===== src/rtl/whp_pkg.sv =====
package whp_pkg;

    localparam logic [31:0] TAG_RIFF = 32'h4646_4952;
    localparam logic [31:0] TAG_WAVE = 32'h4556_4157;
    localparam logic [31:0] TAG_FMT  = 32'h2074_6d66;
    localparam logic [31:0] TAG_DATA = 32'h6174_6164;

    localparam logic [9:0] MS_PER_S = 10'd1000;

    localparam logic [2:0] STATUS_OK        = 3'd0;
    localparam logic [2:0] STATUS_NOT_RIFF  = 3'd1;
    localparam logic [2:0] STATUS_NOT_WAVE  = 3'd2;
    localparam logic [2:0] STATUS_NOT_PCM   = 3'd3;
    localparam logic [2:0] STATUS_CHANNELS  = 3'd4;

    localparam logic [15:0] FORMAT_PCM   = 16'd1;
    localparam logic [15:0] MAX_CHANNELS = 16'd2;

    localparam int DIVIDEND_W = 44;
    localparam int DIVISOR_W  = 32;
    localparam int DIV_CNT_W  = $clog2(DIVIDEND_W + 1);

    typedef enum logic [3:0] {
        PH_RIFF,
        PH_RSIZE,
        PH_WAVE,
        PH_CTAG,
        PH_CSIZE,
        PH_FTAG,
        PH_CHAN,
        PH_RATE,
        PH_BRATE,
        PH_ALIGN,
        PH_BITS,
        PH_SKIP,
        PH_DONE
    } whp_phase_t;

    typedef enum logic [1:0] {
        SEQ_IDLE,
        SEQ_LAUNCH,
        SEQ_DIV
    } whp_seq_t;

    typedef struct packed {
        logic busy;
        logic done;
    } whp_div_stat_t;

    typedef struct packed {
        logic [7:0] file_byte;
        logic       start_of_file;
    } whp_in_t;

    typedef struct packed {
        logic [2:0]  status;
        logic [15:0] channels;
        logic [15:0] bits_per_sample;
        logic        bits_supported;
        logic [31:0] sample_rate;
        logic [31:0] payload_size;
        logic [31:0] payload_offset;
        logic [31:0] duration_ms;
    } whp_out_t;

endpackage


===== src/rtl/whp_divider.sv =====
module whp_divider (
    input  logic                                clk,
    input  logic                                rst_n,
    input  logic                                start,
    input  logic [whp_pkg::DIVIDEND_W-1:0]      dividend,
    input  logic [whp_pkg::DIVISOR_W-1:0]       divisor,
    output whp_pkg::whp_div_stat_t              stat,
    output logic [whp_pkg::DIVIDEND_W-1:0]      quotient
);

    logic [whp_pkg::DIVISOR_W-1:0]  rem_reg, rem_next;
    logic [whp_pkg::DIVIDEND_W-1:0] quo_reg, quo_next;
    logic [whp_pkg::DIVISOR_W-1:0]  dsr_reg, dsr_next;
    logic [whp_pkg::DIV_CNT_W-1:0]  count_reg, count_next;
    logic                           busy_reg, busy_next;
    logic                           done_reg, done_next;

    logic [whp_pkg::DIVISOR_W:0]    rem_shift;
    logic [whp_pkg::DIVISOR_W:0]    rem_diff;
    logic                           fits;

    // one quotient bit per cycle, restoring
    always_comb
    begin
        rem_shift = {rem_reg, quo_reg[whp_pkg::DIVIDEND_W-1]};
        fits      = rem_shift >= {1'b0, dsr_reg};
        rem_diff  = rem_shift - {1'b0, dsr_reg};

        rem_next   = rem_reg;
        quo_next   = quo_reg;
        dsr_next   = dsr_reg;
        count_next = count_reg;
        busy_next  = busy_reg;
        done_next  = 1'b0;

        if (start)
        begin
            rem_next   = '0;
            quo_next   = dividend;
            dsr_next   = divisor;
            count_next = whp_pkg::DIV_CNT_W'(whp_pkg::DIVIDEND_W);
            busy_next  = 1'b1;
        end
        else if (busy_reg)
        begin
            rem_next   = fits ? rem_diff[whp_pkg::DIVISOR_W-1:0]
                              : rem_shift[whp_pkg::DIVISOR_W-1:0];
            quo_next   = {quo_reg[whp_pkg::DIVIDEND_W-2:0], fits};
            count_next = count_reg - 1'b1;
            if (count_reg == whp_pkg::DIV_CNT_W'(1))
            begin
                busy_next = 1'b0;
                done_next = 1'b1;
            end
        end
    end

    always_ff @(posedge clk or negedge rst_n)
    begin
        if (!rst_n)
        begin
            count_reg <= '0;
            busy_reg  <= 1'b0;
            done_reg  <= 1'b0;
        end
        else
        begin
            count_reg <= count_next;
            busy_reg  <= busy_next;
            done_reg  <= done_next;
        end
    end

    always_ff @(posedge clk)
    begin
        rem_reg <= rem_next;
        quo_reg <= quo_next;
        dsr_reg <= dsr_next;
    end

    assign stat.busy = busy_reg;
    assign stat.done = done_reg;
    assign quotient  = quo_reg;

endmodule


===== src/rtl/wav_header_parser.sv =====
// channel  dir  payload              handshake
// byte     in   whp_pkg::whp_in_t    byte_valid / byte_ready
// result   out  whp_pkg::whp_out_t   result_valid / result_ready
//
// one file byte per cycle while parsing; an error result is registered in the
// cycle of the byte that causes it
// an ok result passes through a launch state (x1000 product), the bit-serial
// divider and the result register (the divider is skipped for a zero byte rate)
// byte_ready is low meanwhile and while a result beat waits for result_ready
// reset clears all control state; the parser then expects the RIFF tag
module wav_header_parser #(
    parameter int OFFSET_BITS = 32
) (
    input  logic              clk,
    input  logic              rst_n,
    input  logic              byte_valid,
    output logic              byte_ready,
    input  whp_pkg::whp_in_t  byte_data,
    output logic              result_valid,
    input  logic              result_ready,
    output whp_pkg::whp_out_t result_data
);

    whp_pkg::whp_phase_t     phase_reg, phase_next, phase_cur;
    logic [31:0]             shift_reg, shift_next, shift_cur, word;
    logic [1:0]              count_reg, count_next, count_cur;
    logic [OFFSET_BITS-1:0]  offset_reg, offset_next, offset_cur;
    logic [31:0]             chunk_rem_reg, chunk_rem_next, chunk_rem_cur;
    logic [31:0]             chunk_tag_reg, chunk_tag_next, chunk_tag_cur;
    logic [31:0]             riff_size_reg, riff_size_next, riff_size_cur;
    logic                    fmt_seen_reg, fmt_seen_next, fmt_seen_cur;
    logic [15:0]             channels_reg, channels_next, channels_cur;
    logic [15:0]             bits_reg, bits_next, bits_cur;
    logic [31:0]             rate_reg, rate_next, rate_cur;
    logic [31:0]             byte_rate_reg, byte_rate_next, byte_rate_cur;
    logic [31:0]             data_size_reg, data_size_next, data_size_cur;
    logic [31:0]             data_offset_reg, data_offset_next, data_offset_cur;

    whp_pkg::whp_seq_t       seq_reg, seq_next;
    logic                    result_valid_reg, result_valid_next;
    whp_pkg::whp_out_t       result_data_reg, result_data_next;

    logic                    byte_fire;
    logic                    sof;
    logic                    takes;
    logic                    two_byte;
    logic                    complete;
    logic [2:0]              count_inc;
    logic                    emit_ok;
    logic                    emit_err;
    logic [2:0]              err_code;

    logic                    div_start;
    logic                    ok_write;
    logic [31:0]             duration;
    logic [whp_pkg::DIVIDEND_W-1:0] product;
    logic [whp_pkg::DIVIDEND_W-1:0] quotient;
    whp_pkg::whp_div_stat_t  div_stat;

    assign byte_ready = (seq_reg == whp_pkg::SEQ_IDLE) && !result_valid_reg;
    assign byte_fire  = byte_valid && byte_ready;
    assign sof        = byte_data.start_of_file;

    // byte parser
    always_comb
    begin
        phase_cur       = sof ? whp_pkg::PH_RIFF : phase_reg;
        shift_cur       = sof ? '0 : shift_reg;
        count_cur       = sof ? '0 : count_reg;
        offset_cur      = sof ? '0 : offset_reg;
        chunk_rem_cur   = sof ? '0 : chunk_rem_reg;
        chunk_tag_cur   = sof ? '0 : chunk_tag_reg;
        riff_size_cur   = sof ? '0 : riff_size_reg;
        fmt_seen_cur    = sof ? 1'b0 : fmt_seen_reg;
        channels_cur    = sof ? '0 : channels_reg;
        bits_cur        = sof ? '0 : bits_reg;
        rate_cur        = sof ? '0 : rate_reg;
        byte_rate_cur   = sof ? '0 : byte_rate_reg;
        data_size_cur   = sof ? '0 : data_size_reg;
        data_offset_cur = sof ? '0 : data_offset_reg;

        phase_next       = phase_cur;
        shift_next       = shift_cur;
        count_next       = count_cur;
        offset_next      = offset_cur + 1'b1;
        chunk_rem_next   = chunk_rem_cur;
        chunk_tag_next   = chunk_tag_cur;
        riff_size_next   = riff_size_cur;
        fmt_seen_next    = fmt_seen_cur;
        channels_next    = channels_cur;
        bits_next        = bits_cur;
        rate_next        = rate_cur;
        byte_rate_next   = byte_rate_cur;
        data_size_next   = data_size_cur;
        data_offset_next = data_offset_cur;
        emit_ok          = 1'b0;
        emit_err         = 1'b0;
        err_code         = whp_pkg::STATUS_OK;

        word      = {byte_data.file_byte, shift_cur[31:8]};
        two_byte  = phase_cur inside {whp_pkg::PH_FTAG, whp_pkg::PH_CHAN,
                                      whp_pkg::PH_ALIGN, whp_pkg::PH_BITS};
        takes     = phase_cur <= whp_pkg::PH_BITS;
        count_inc = {1'b0, count_cur} + 3'd1;
        complete  = takes && (count_inc >= (two_byte ? 3'd2 : 3'd4));

        if (takes)
        begin
            shift_next = word;
            count_next = complete ? 2'd0 : count_inc[1:0];
        end

        case (phase_cur)
            whp_pkg::PH_RIFF:
            begin
                if (complete)
                begin
                    if (word != whp_pkg::TAG_RIFF)
                    begin
                        emit_err   = 1'b1;
                        err_code   = whp_pkg::STATUS_NOT_RIFF;
                        phase_next = whp_pkg::PH_DONE;
                    end
                    else
                        phase_next = whp_pkg::PH_RSIZE;
                end
            end
            whp_pkg::PH_RSIZE:
            begin
                if (complete)
                begin
                    riff_size_next = word;
                    phase_next     = whp_pkg::PH_WAVE;
                end
            end
            whp_pkg::PH_WAVE:
            begin
                if (complete)
                begin
                    if (word != whp_pkg::TAG_WAVE)
                    begin
                        emit_err   = 1'b1;
                        err_code   = whp_pkg::STATUS_NOT_WAVE;
                        phase_next = whp_pkg::PH_DONE;
                    end
                    else
                        phase_next = whp_pkg::PH_CTAG;
                end
            end
            whp_pkg::PH_CTAG:
            begin
                if (complete)
                begin
                    chunk_tag_next = word;
                    phase_next     = whp_pkg::PH_CSIZE;
                end
            end
            whp_pkg::PH_CSIZE:
            begin
                if (complete)
                begin
                    chunk_rem_next = word;
                    if (chunk_tag_cur == whp_pkg::TAG_FMT)
                        phase_next = whp_pkg::PH_FTAG;
                    else if (chunk_tag_cur == whp_pkg::TAG_DATA && fmt_seen_cur)
                    begin
                        data_size_next   = word;
                        data_offset_next = 32'(offset_next);
                        emit_ok          = 1'b1;
                        phase_next       = whp_pkg::PH_DONE;
                    end
                    else
                        phase_next = (word != '0) ? whp_pkg::PH_SKIP : whp_pkg::PH_CTAG;
                end
            end
            whp_pkg::PH_FTAG:
            begin
                if (complete)
                begin
                    if (word[31:16] != whp_pkg::FORMAT_PCM)
                    begin
                        emit_err   = 1'b1;
                        err_code   = whp_pkg::STATUS_NOT_PCM;
                        phase_next = whp_pkg::PH_DONE;
                    end
                    else
                        phase_next = whp_pkg::PH_CHAN;
                end
            end
            whp_pkg::PH_CHAN:
            begin
                if (complete)
                begin
                    channels_next = word[31:16];
                    if (word[31:16] > whp_pkg::MAX_CHANNELS)
                    begin
                        emit_err   = 1'b1;
                        err_code   = whp_pkg::STATUS_CHANNELS;
                        phase_next = whp_pkg::PH_DONE;
                    end
                    else
                        phase_next = whp_pkg::PH_RATE;
                end
            end
            whp_pkg::PH_RATE:
            begin
                if (complete)
                begin
                    rate_next  = word;
                    phase_next = whp_pkg::PH_BRATE;
                end
            end
            whp_pkg::PH_BRATE:
            begin
                if (complete)
                begin
                    byte_rate_next = word;
                    phase_next     = whp_pkg::PH_ALIGN;
                end
            end
            whp_pkg::PH_ALIGN:
            begin
                if (complete)
                    phase_next = whp_pkg::PH_BITS;
            end
            whp_pkg::PH_BITS:
            begin
                if (complete)
                begin
                    bits_next      = word[31:16];
                    fmt_seen_next  = 1'b1;
                    chunk_rem_next = (chunk_rem_cur > 32'd16) ? chunk_rem_cur - 32'd16 : '0;
                    phase_next     = (chunk_rem_cur > 32'd16) ? whp_pkg::PH_SKIP
                                                              : whp_pkg::PH_CTAG;
                end
            end
            whp_pkg::PH_SKIP:
            begin
                chunk_rem_next = chunk_rem_cur - 32'd1;
                if (chunk_rem_cur == 32'd1)
                    phase_next = whp_pkg::PH_CTAG;
            end
            default:
            begin
            end
        endcase
    end

    always_ff @(posedge clk or negedge rst_n)
    begin
        if (!rst_n)
        begin
            phase_reg       <= whp_pkg::PH_RIFF;
            shift_reg       <= '0;
            count_reg       <= '0;
            offset_reg      <= '0;
            chunk_rem_reg   <= '0;
            chunk_tag_reg   <= '0;
            riff_size_reg   <= '0;
            fmt_seen_reg    <= 1'b0;
            channels_reg    <= '0;
            bits_reg        <= '0;
            rate_reg        <= '0;
            byte_rate_reg   <= '0;
            data_size_reg   <= '0;
            data_offset_reg <= '0;
        end
        else if (byte_fire)
        begin
            phase_reg       <= phase_next;
            shift_reg       <= shift_next;
            count_reg       <= count_next;
            offset_reg      <= offset_next;
            chunk_rem_reg   <= chunk_rem_next;
            chunk_tag_reg   <= chunk_tag_next;
            riff_size_reg   <= riff_size_next;
            fmt_seen_reg    <= fmt_seen_next;
            channels_reg    <= channels_next;
            bits_reg        <= bits_next;
            rate_reg        <= rate_next;
            byte_rate_reg   <= byte_rate_next;
            data_size_reg   <= data_size_next;
            data_offset_reg <= data_offset_next;
        end
    end

    // duration sequencer
    always_comb
    begin
        seq_next = seq_reg;
        case (seq_reg)
            whp_pkg::SEQ_IDLE:
            begin
                if (byte_fire && emit_ok)
                    seq_next = whp_pkg::SEQ_LAUNCH;
            end
            whp_pkg::SEQ_LAUNCH:
            begin
                seq_next = (byte_rate_reg != '0) ? whp_pkg::SEQ_DIV : whp_pkg::SEQ_IDLE;
            end
            whp_pkg::SEQ_DIV:
            begin
                if (div_stat.done)
                    seq_next = whp_pkg::SEQ_IDLE;
            end
            default:
            begin
                seq_next = whp_pkg::SEQ_IDLE;
            end
        endcase
    end

    always_comb
    begin
        div_start = 1'b0;
        ok_write  = 1'b0;
        duration  = '0;
        case (seq_reg)
            whp_pkg::SEQ_LAUNCH:
            begin
                div_start = byte_rate_reg != '0;
                ok_write  = byte_rate_reg == '0;
            end
            whp_pkg::SEQ_DIV:
            begin
                ok_write = div_stat.done;
                duration = (quotient[whp_pkg::DIVIDEND_W-1:32] != '0) ? '1 : quotient[31:0];
            end
            default:
            begin
            end
        endcase
    end

    assign product = whp_pkg::DIVIDEND_W'(riff_size_reg) * whp_pkg::DIVIDEND_W'(whp_pkg::MS_PER_S);

    whp_divider u_divider (
        .clk      (clk),
        .rst_n    (rst_n),
        .start    (div_start),
        .dividend (product),
        .divisor  (byte_rate_reg),
        .stat     (div_stat),
        .quotient (quotient)
    );

    // result beat register
    always_comb
    begin
        result_valid_next = result_valid_reg;
        result_data_next  = result_data_reg;
        if (byte_fire && emit_err)
        begin
            result_valid_next        = 1'b1;
            result_data_next         = '0;
            result_data_next.status  = err_code;
        end
        else if (ok_write)
        begin
            result_valid_next                = 1'b1;
            result_data_next.status          = whp_pkg::STATUS_OK;
            result_data_next.channels        = channels_reg;
            result_data_next.bits_per_sample = bits_reg;
            result_data_next.bits_supported  = (bits_reg == 16'd8) || (bits_reg == 16'd16);
            result_data_next.sample_rate     = rate_reg;
            result_data_next.payload_size    = data_size_reg;
            result_data_next.payload_offset  = data_offset_reg;
            result_data_next.duration_ms     = duration;
        end
        else if (result_ready)
            result_valid_next = 1'b0;
    end

    always_ff @(posedge clk or negedge rst_n)
    begin
        if (!rst_n)
        begin
            seq_reg          <= whp_pkg::SEQ_IDLE;
            result_valid_reg <= 1'b0;
        end
        else
        begin
            seq_reg          <= seq_next;
            result_valid_reg <= result_valid_next;
        end
    end

    always_ff @(posedge clk)
    begin
        result_data_reg <= result_data_next;
    end

    assign result_valid = result_valid_reg;
    assign result_data  = result_data_reg;

    a_ready_no_pending: assert property (@(posedge clk) disable iff (!rst_n)
        byte_ready |-> !result_valid && !div_stat.busy)
        else $error("byte_ready high while a result or a division is pending");

    a_launch_moves_on: assert property (@(posedge clk) disable iff (!rst_n)
        seq_reg == whp_pkg::SEQ_LAUNCH |=> div_stat.busy || result_valid)
        else $error("launch neither started the divider nor wrote a result");

    a_error_fields_zero: assert property (@(posedge clk) disable iff (!rst_n)
        result_valid && result_data.status != whp_pkg::STATUS_OK
            |-> result_data.channels == '0 && result_data.duration_ms == '0
                && result_data.payload_offset == '0)
        else $error("error result carries nonzero fields");

endmodule


===== config.mk =====
export PLATFORM = sky130hd
export DESIGN_NAME = wav_header_parser
export DESIGN_NICKNAME = d
export VERILOG_FILES = /design/src/rtl/whp_pkg.sv /design/src/rtl/whp_divider.sv /design/src/rtl/wav_header_parser.sv
export SDC_FILE = /design/constraint.sdc
export NUM_CORES = 2
export LEC_CHECK = 0
export BUFFER_PORTS_ARGS = -buffer_cell sky130_fd_sc_hd__buf_2
export CAP_MARGIN = 10
export CORE_MARGIN = 2
export CORE_UTILIZATION = 55
export DETAILED_ROUTE_END_ITERATION = 10
export HOLD_SLACK_MARGIN = 0.1
export PLACE_DENSITY = 0.75
export SYNTH_ARGS = -nofsm -noshare
export SYNTH_HDL_FRONTEND = slang
export SYNTH_SLANG_ARGS = --single-unit

===== constraint.sdc =====
create_clock -name clk -period 6.4 [get_ports clk]
set_input_delay 0.32 -clock clk [delete_from_list [all_inputs] [get_ports clk]]
set_output_delay 0.32 -clock clk [all_outputs]
set_load 0.02 [all_outputs]

# == Word-level counts from Yosys, hierarchy flattened ==
# Index checks and enable logic that the tools add are counted.
# word_totals
regBits,602
input_bits,13
output_inout_bits,166
# classes
add_sub_neg,6
mul,1
magnitude_cmp,5
n_eq_ne,24
n_mux,111
reduce_logical,19
# op_table
cell,n
32-bit two-way mux,32
164-bit two-way mux,2
16-bit two-way mux,6
32-bit case mux with 3 select lines,1
4-bit two-way mux,21
42-bit two-way mux,2
32-bit by 31-bit != test with 1-bit output (second input constant),2
32-bit nonzero test,2
4-bit case mux with 12 select lines,1
32-bit by 7-bit multiplier with 39-bit output (second input constant),1
33-bit by 32-bit >= comparator with 1-bit output,1
32-bit by 1-bit adder with 32-bit output (second input constant),1
32-bit by 1-bit equality test with 1-bit output (second input constant),1
32-bit by 30-bit equality test with 1-bit output (second input constant),1
32-bit by 31-bit equality test with 1-bit output (second input constant),1
32-bit by 5-bit greater-than comparator with 1-bit output (second input constant),1
32-bit logical NOT,1
32-bit by 1-bit subtractor with 32-bit output (second input constant),1
32-bit subtractor,1
32-bit by 5-bit subtractor with 32-bit output (second input constant),1
1-bit two-way mux,27
2-bit two-way mux,10
16-bit by 4-bit equality test with 1-bit output (second input constant),1
16-bit by 5-bit equality test with 1-bit output (second input constant),1
other kinds (30),47

# == Longest topological paths before layout ==
# logic_depth
word_depth,11
ltp_mapped,21
depth_no_buf,17

# == Hierarchy ==
# From an unflattened synthesis, not the netlist that was laid out.
# hier_totals
cells_unflattened,3735
hier_area_um2,34267.9
# modules_own_cells
mod,n_inst,cells_each,area_per_inst_um2,seq_area_each_um2
wav_header_parser,1,3108,27620.2,11370.9
whp_divider,1,627,6647.6,3123.0

# == Worst setup path after synthesis ==
# OpenSTA, ideal clock, no wires.
# synth_path
path_type,register to register
from,register riff_size_reg[6]
to,"register u_divider.quo_reg (netlist bit u_divider.quotient[38]), data pin"
arrival_time_ps,5030
t_required_ps,6135
path_slack_ps,1104
stages_incl_launch_ff,15
n_path_buf,0
period_less_slack_ps,5296
cell_sequence,dfrtp_1 inv_1 fa_1 fa_1 fa_1 fa_1 inv_1 ha_1 a2111o_1 a2111oi_0 nor4_1 o21ai_0 a21oi_1 o2111a_1 or3_1
# synth_between
elab_chain_cells,2
# synth_rtl
item,line,rtl
start: declaration,wav_header_parser.sv:30,"logic [31:0] riff_size_reg, riff_size_next, riff_size_cur;"
start signal: assignment,wav_header_parser.sv:276,riff_size_reg <= riff_size_next;
32-bit by 7-bit multiplier with 39-bit output,wav_header_parser.sv:335,assign product = whp_pkg::DIVIDEND_W'(riff_size_reg) * whp_pkg::DIVIDEND_W'(whp_pkg::MS_PER_S);
42-bit two-way mux,whp_divider.sv:36,if (start)
net u_divider.quo_next (one bit),whp_divider.sv:12,"logic [whp_pkg::DIVIDEND_W-1:0] quo_reg, quo_next;"
end signal: assignment,whp_divider.sv:77,quo_reg <= quo_next;
end: declaration,whp_divider.sv:12,
# The timed path passes the listed nets, and every way through them passes these cells.
# A chain may end at the register's enable or synchronous reset.

# == Worst setup path in the final report ==
# layout_path
from,register riff_size_reg[5]
to,"register u_divider.quo_reg (netlist bit u_divider.quotient[38]), data pin"
# Same word-level chain as after synthesis.

==> results_dict.tcl <==
set metrics [dict create \
    hold_violations 0 \
    place_congestion 0.9758 \
    final_max_slew_viol_count 0 \
    synth-edff-count 74 \
    hold_path_end "bits_reg[12]" \
    fin_nets 4178 \
    tns_ns 0 \
    worst-path-buf-inv 3 \
    min_from "byte_data[5]" \
    max_cap_viol_count 0 \
    die_h_um 254.8 \
    setup_ws_ns 0.6944 \
    cpMostUsedCell "fa_1" \
    path_cells "inv_1 -> fa_1 -> fa_1 -> fa_1 -> fa_1 -> inv_1 -> ha_1 -> a2111o_1 -> a2111oi_0 -> buf_4 -> nor4_1 -> o21ai_0 -> a21oi_1 -> o2111a_1 -> or3_1" \
    drt_iter0_drc 3250 \
    cts_buffer_depth 3 \
    drc 0 \
    reg2reg_from "riff_size_reg[5]" \
    synthArstFlopShare_pct 54.82 \
    wirelength_um 97170 \
    dp_slack_ns 0.6869 \
    path_delay_family "adder cells" \
    crit_path_top_delay_cell "fa_1" \
    yosys_warnings 0 \
    hpwl_um 64770 \
    cts_tree "built" \
    largest_register_ffs 164 \
    final_core_util_pct 61.74 \
    setup_viol 0 \
    yosys.area.top_type "dfrtp_1" \
    fin_crit_sh_pct 89.15 \
    grt_pass1_wl_um 153000 \
    synth-main-ff-cell "dfrtp_1" \
    max-vdd-ir-drop_v 0.0001665 \
    grt_pass1_vias 27098 \
    status "completed" \
    min_path_type "primary input to flip-flop" \
    power.density_nw_per_um2 209.4 \
    ant_nets 0 \
    r2r-end "u_divider.quotient[38]" \
    ys_top_cells_by_area "dfrtp_1, dfxtp_1, nand2_1, fa_1, edfxtp_1" \
    worstSetupPathType "flip-flop to flip-flop" \
    synth_nets 4162 \
    rsz0062_at_grt "no" \
    post_cts_resized 0 \
    timing.fmax_ghz 0.1753 \
    p_leak_nw 17.01 \
    gr-total-overflow 0 \
    crit_arrival_ns 6.06 \
    cts.sinks 602 \
    crit_fanout 6 \
    placed_area_um2 35870 \
    synth_cells 3901 \
    root_buffer "clkbuf_16" \
    hold_path_depth 3 \
    mappedNetlistArea_um2 34600 \
    end_kind "flip-flop" \
    dieArea_um2 64930 \
    period_minus_slack_ns 5.706 \
    rows 91 \
    final_area_um2 38240 \
    top_usage_layer "met2" \
    post_cts_buffers 0 \
    worst_slew_pin_slew_ns 1.167 \
    vias 29256 \
    cts_buffers 67 \
    fin_skew_ns 0.03306 \
    track_usage_pct 29.80 \
    areaGrowthSynthToFinish_pct 10.53 \
    relSlewSlack_pct 21.90 \
    grt_use_met2_pct 45.22 \
    grt_use_met1_pct 42.50 \
    die_x_um 254.8 \
    h-tree-depth 3 \
    syn_area_per_cell_um2 8.869 \
    io_buffers 178 \
    initial_utilization_pct 55.86 \
    grt_use_met3_pct 4.882 \
    first_pass_iters 6 \
    reg2reg_slack_ns 0.69 \
    grt_max_degree 171 \
    synth_top_area_share_pct 23.87 \
    antenna_found_initial 1 \
    clk_pin_slew_ns 0.06 \
    worstPathRequired_ns 6.75 \
    clk_latency_ns 0.63 \
    drive_gt1_share_pct 11.30 \
    core_area_um2 61940 \
    reg2reg_depth 15 \
    synthDistinctLibCells 82 \
    holdWs_ns 0.1570 \
    wire_per_inst_um 20.20 \
    cp-start-kind "flip-flop" \
    ys_ff_latch 602 \
    via_per_inst 6.082 \
    synth-seq-area-share_pct 41.75 \
    critPathMaxStageDelay_ns 0.55 \
    ioPinCount 179 \
]
==> Yosys cell counts, types with 7 or more instances <==
library cell / count
fa_1: 120
nand4_1: 32
clkbuf_1: 239
o21ai_0: 303
a21oi_2: 71
a21oi_1: 233
a21o_1: 38
xor2_1: 38
nand3_1: 146
nor2b_1: 31
o21bai_1: 10
edfxtp_1: 74
mux2_2: 10
or3_1: 13
a22o_1: 61
nand2_1: 733
o311ai_0: 7
and3_1: 21
o31ai_1: 42
nor2_1: 164
dfxtp_1: 198
a211oi_1: 13
nor4_1: 57
or2_2: 8
nand3b_1: 9
a31oi_1: 47
o211ai_1: 41
nand2b_1: 11
a22oi_1: 52
or4_1: 10
o21a_1: 11
a41oi_1: 10
mux2i_1: 36
and2_1: 15
o221ai_1: 8
ha_1: 128
o22ai_1: 27
nor3_1: 59
buf_1: 24
a221oi_1: 11
xnor2_1: 65
dfrtp_1: 330
buf_6: 10
inv_1: 228
==> per-stage QoR <==
stage	instances	power [mW]
2_1_floorplan	3901	3.965
3_3_place_gp	4682	4.039
3_5_place_dp	4682	4.039
4_1_cts	4809	8.062
5_1_grt	4810	8.215
6_report	4810	8.007
==> cell usage in the layout (no fill, tap or decap), types with 61 or more instances in the layout <==
cell / instances
a21oi_1: 233
a21oi_2: 71
a22o_1: 61
buf_2: 176
clkbuf_16: 71
dfrtp_1: 329
dfxtp_1: 198
edfxtp_1: 74
fa_1: 120
ha_1: 128
inv_1: 227
nand2_1: 729
nand3_1: 146
nor2_1: 161
o21ai_0: 303
xnor2_1: 65
==> power breakdown <==
group          switching [mW]  leakage [nW]  internal, mW  total, mW
registers                   0          6.57          3.84       3.84
clock network            1.68          1.15          2.36       4.04
logic                   0.103          9.29        0.0190      0.122
total                    1.78          17.0          6.23       8.01
==> layer usage <==
layer  vias up  part of all wire (%)
li1      13702                     -
met1     14160                    43
met2      1175                    45
met3       219                   8.3
met4         0                   4.1
met5         -                     0
==> worst max-delay path by stage <==
| stage | cells past startpoint | end | start |
|---|---|---|---|
| after floorplan | 14 | u_divider.quotient[38] | riff_size_reg[6] |
| after global placement | 15 | u_divider.quotient[38] | riff_size_reg[5] |
| after detailed placement | 15 | u_divider.quotient[38] | riff_size_reg[5] |
| after CTS | 15 | u_divider.quotient[38] | riff_size_reg[5] |
| after global routing | 15 | u_divider.quotient[38] | riff_size_reg[4] |
| final | 15 | u_divider.quotient[38] | riff_size_reg[5] |
==> logic make-up after synthesis <==
kind of cell	share of synthesized area [%]
DFF	41.75
buffers and inverters	5.721
AOI/OAI and AO/OA	19.73
adders and majority gates	11.57
and+or+nand+nor	17.26
xor gates and xnor gates	2.607
muxes	1.367
==> tightest hold or removal path, stage by stage <==
cell,delay [ns]
buf_2,0.26
nand2_1,0.11
nand2_1,0.04
==> area by class of cell <==
type,count,area [um^2]
Multi-Input combinational cell,2793,18260
Inverter,229,859.6
Sequential cell,602,14450
Antenna cell,1,2.502
Fill cell,5310,23700
Timing Repair Buffer,224,1294
Clock inverter,31,357.8
Clock buffer,93,1979
Tap cell,837,1047
==> what timing repair did <==
item / 4_1_cts / 5_1_grt
hold buffers: 3 / 0
hold endpoints to repair: 89 / 0
setup endpoints to repair: 0 / 0
Note: power is estimated with default switching activity, not from simulation.
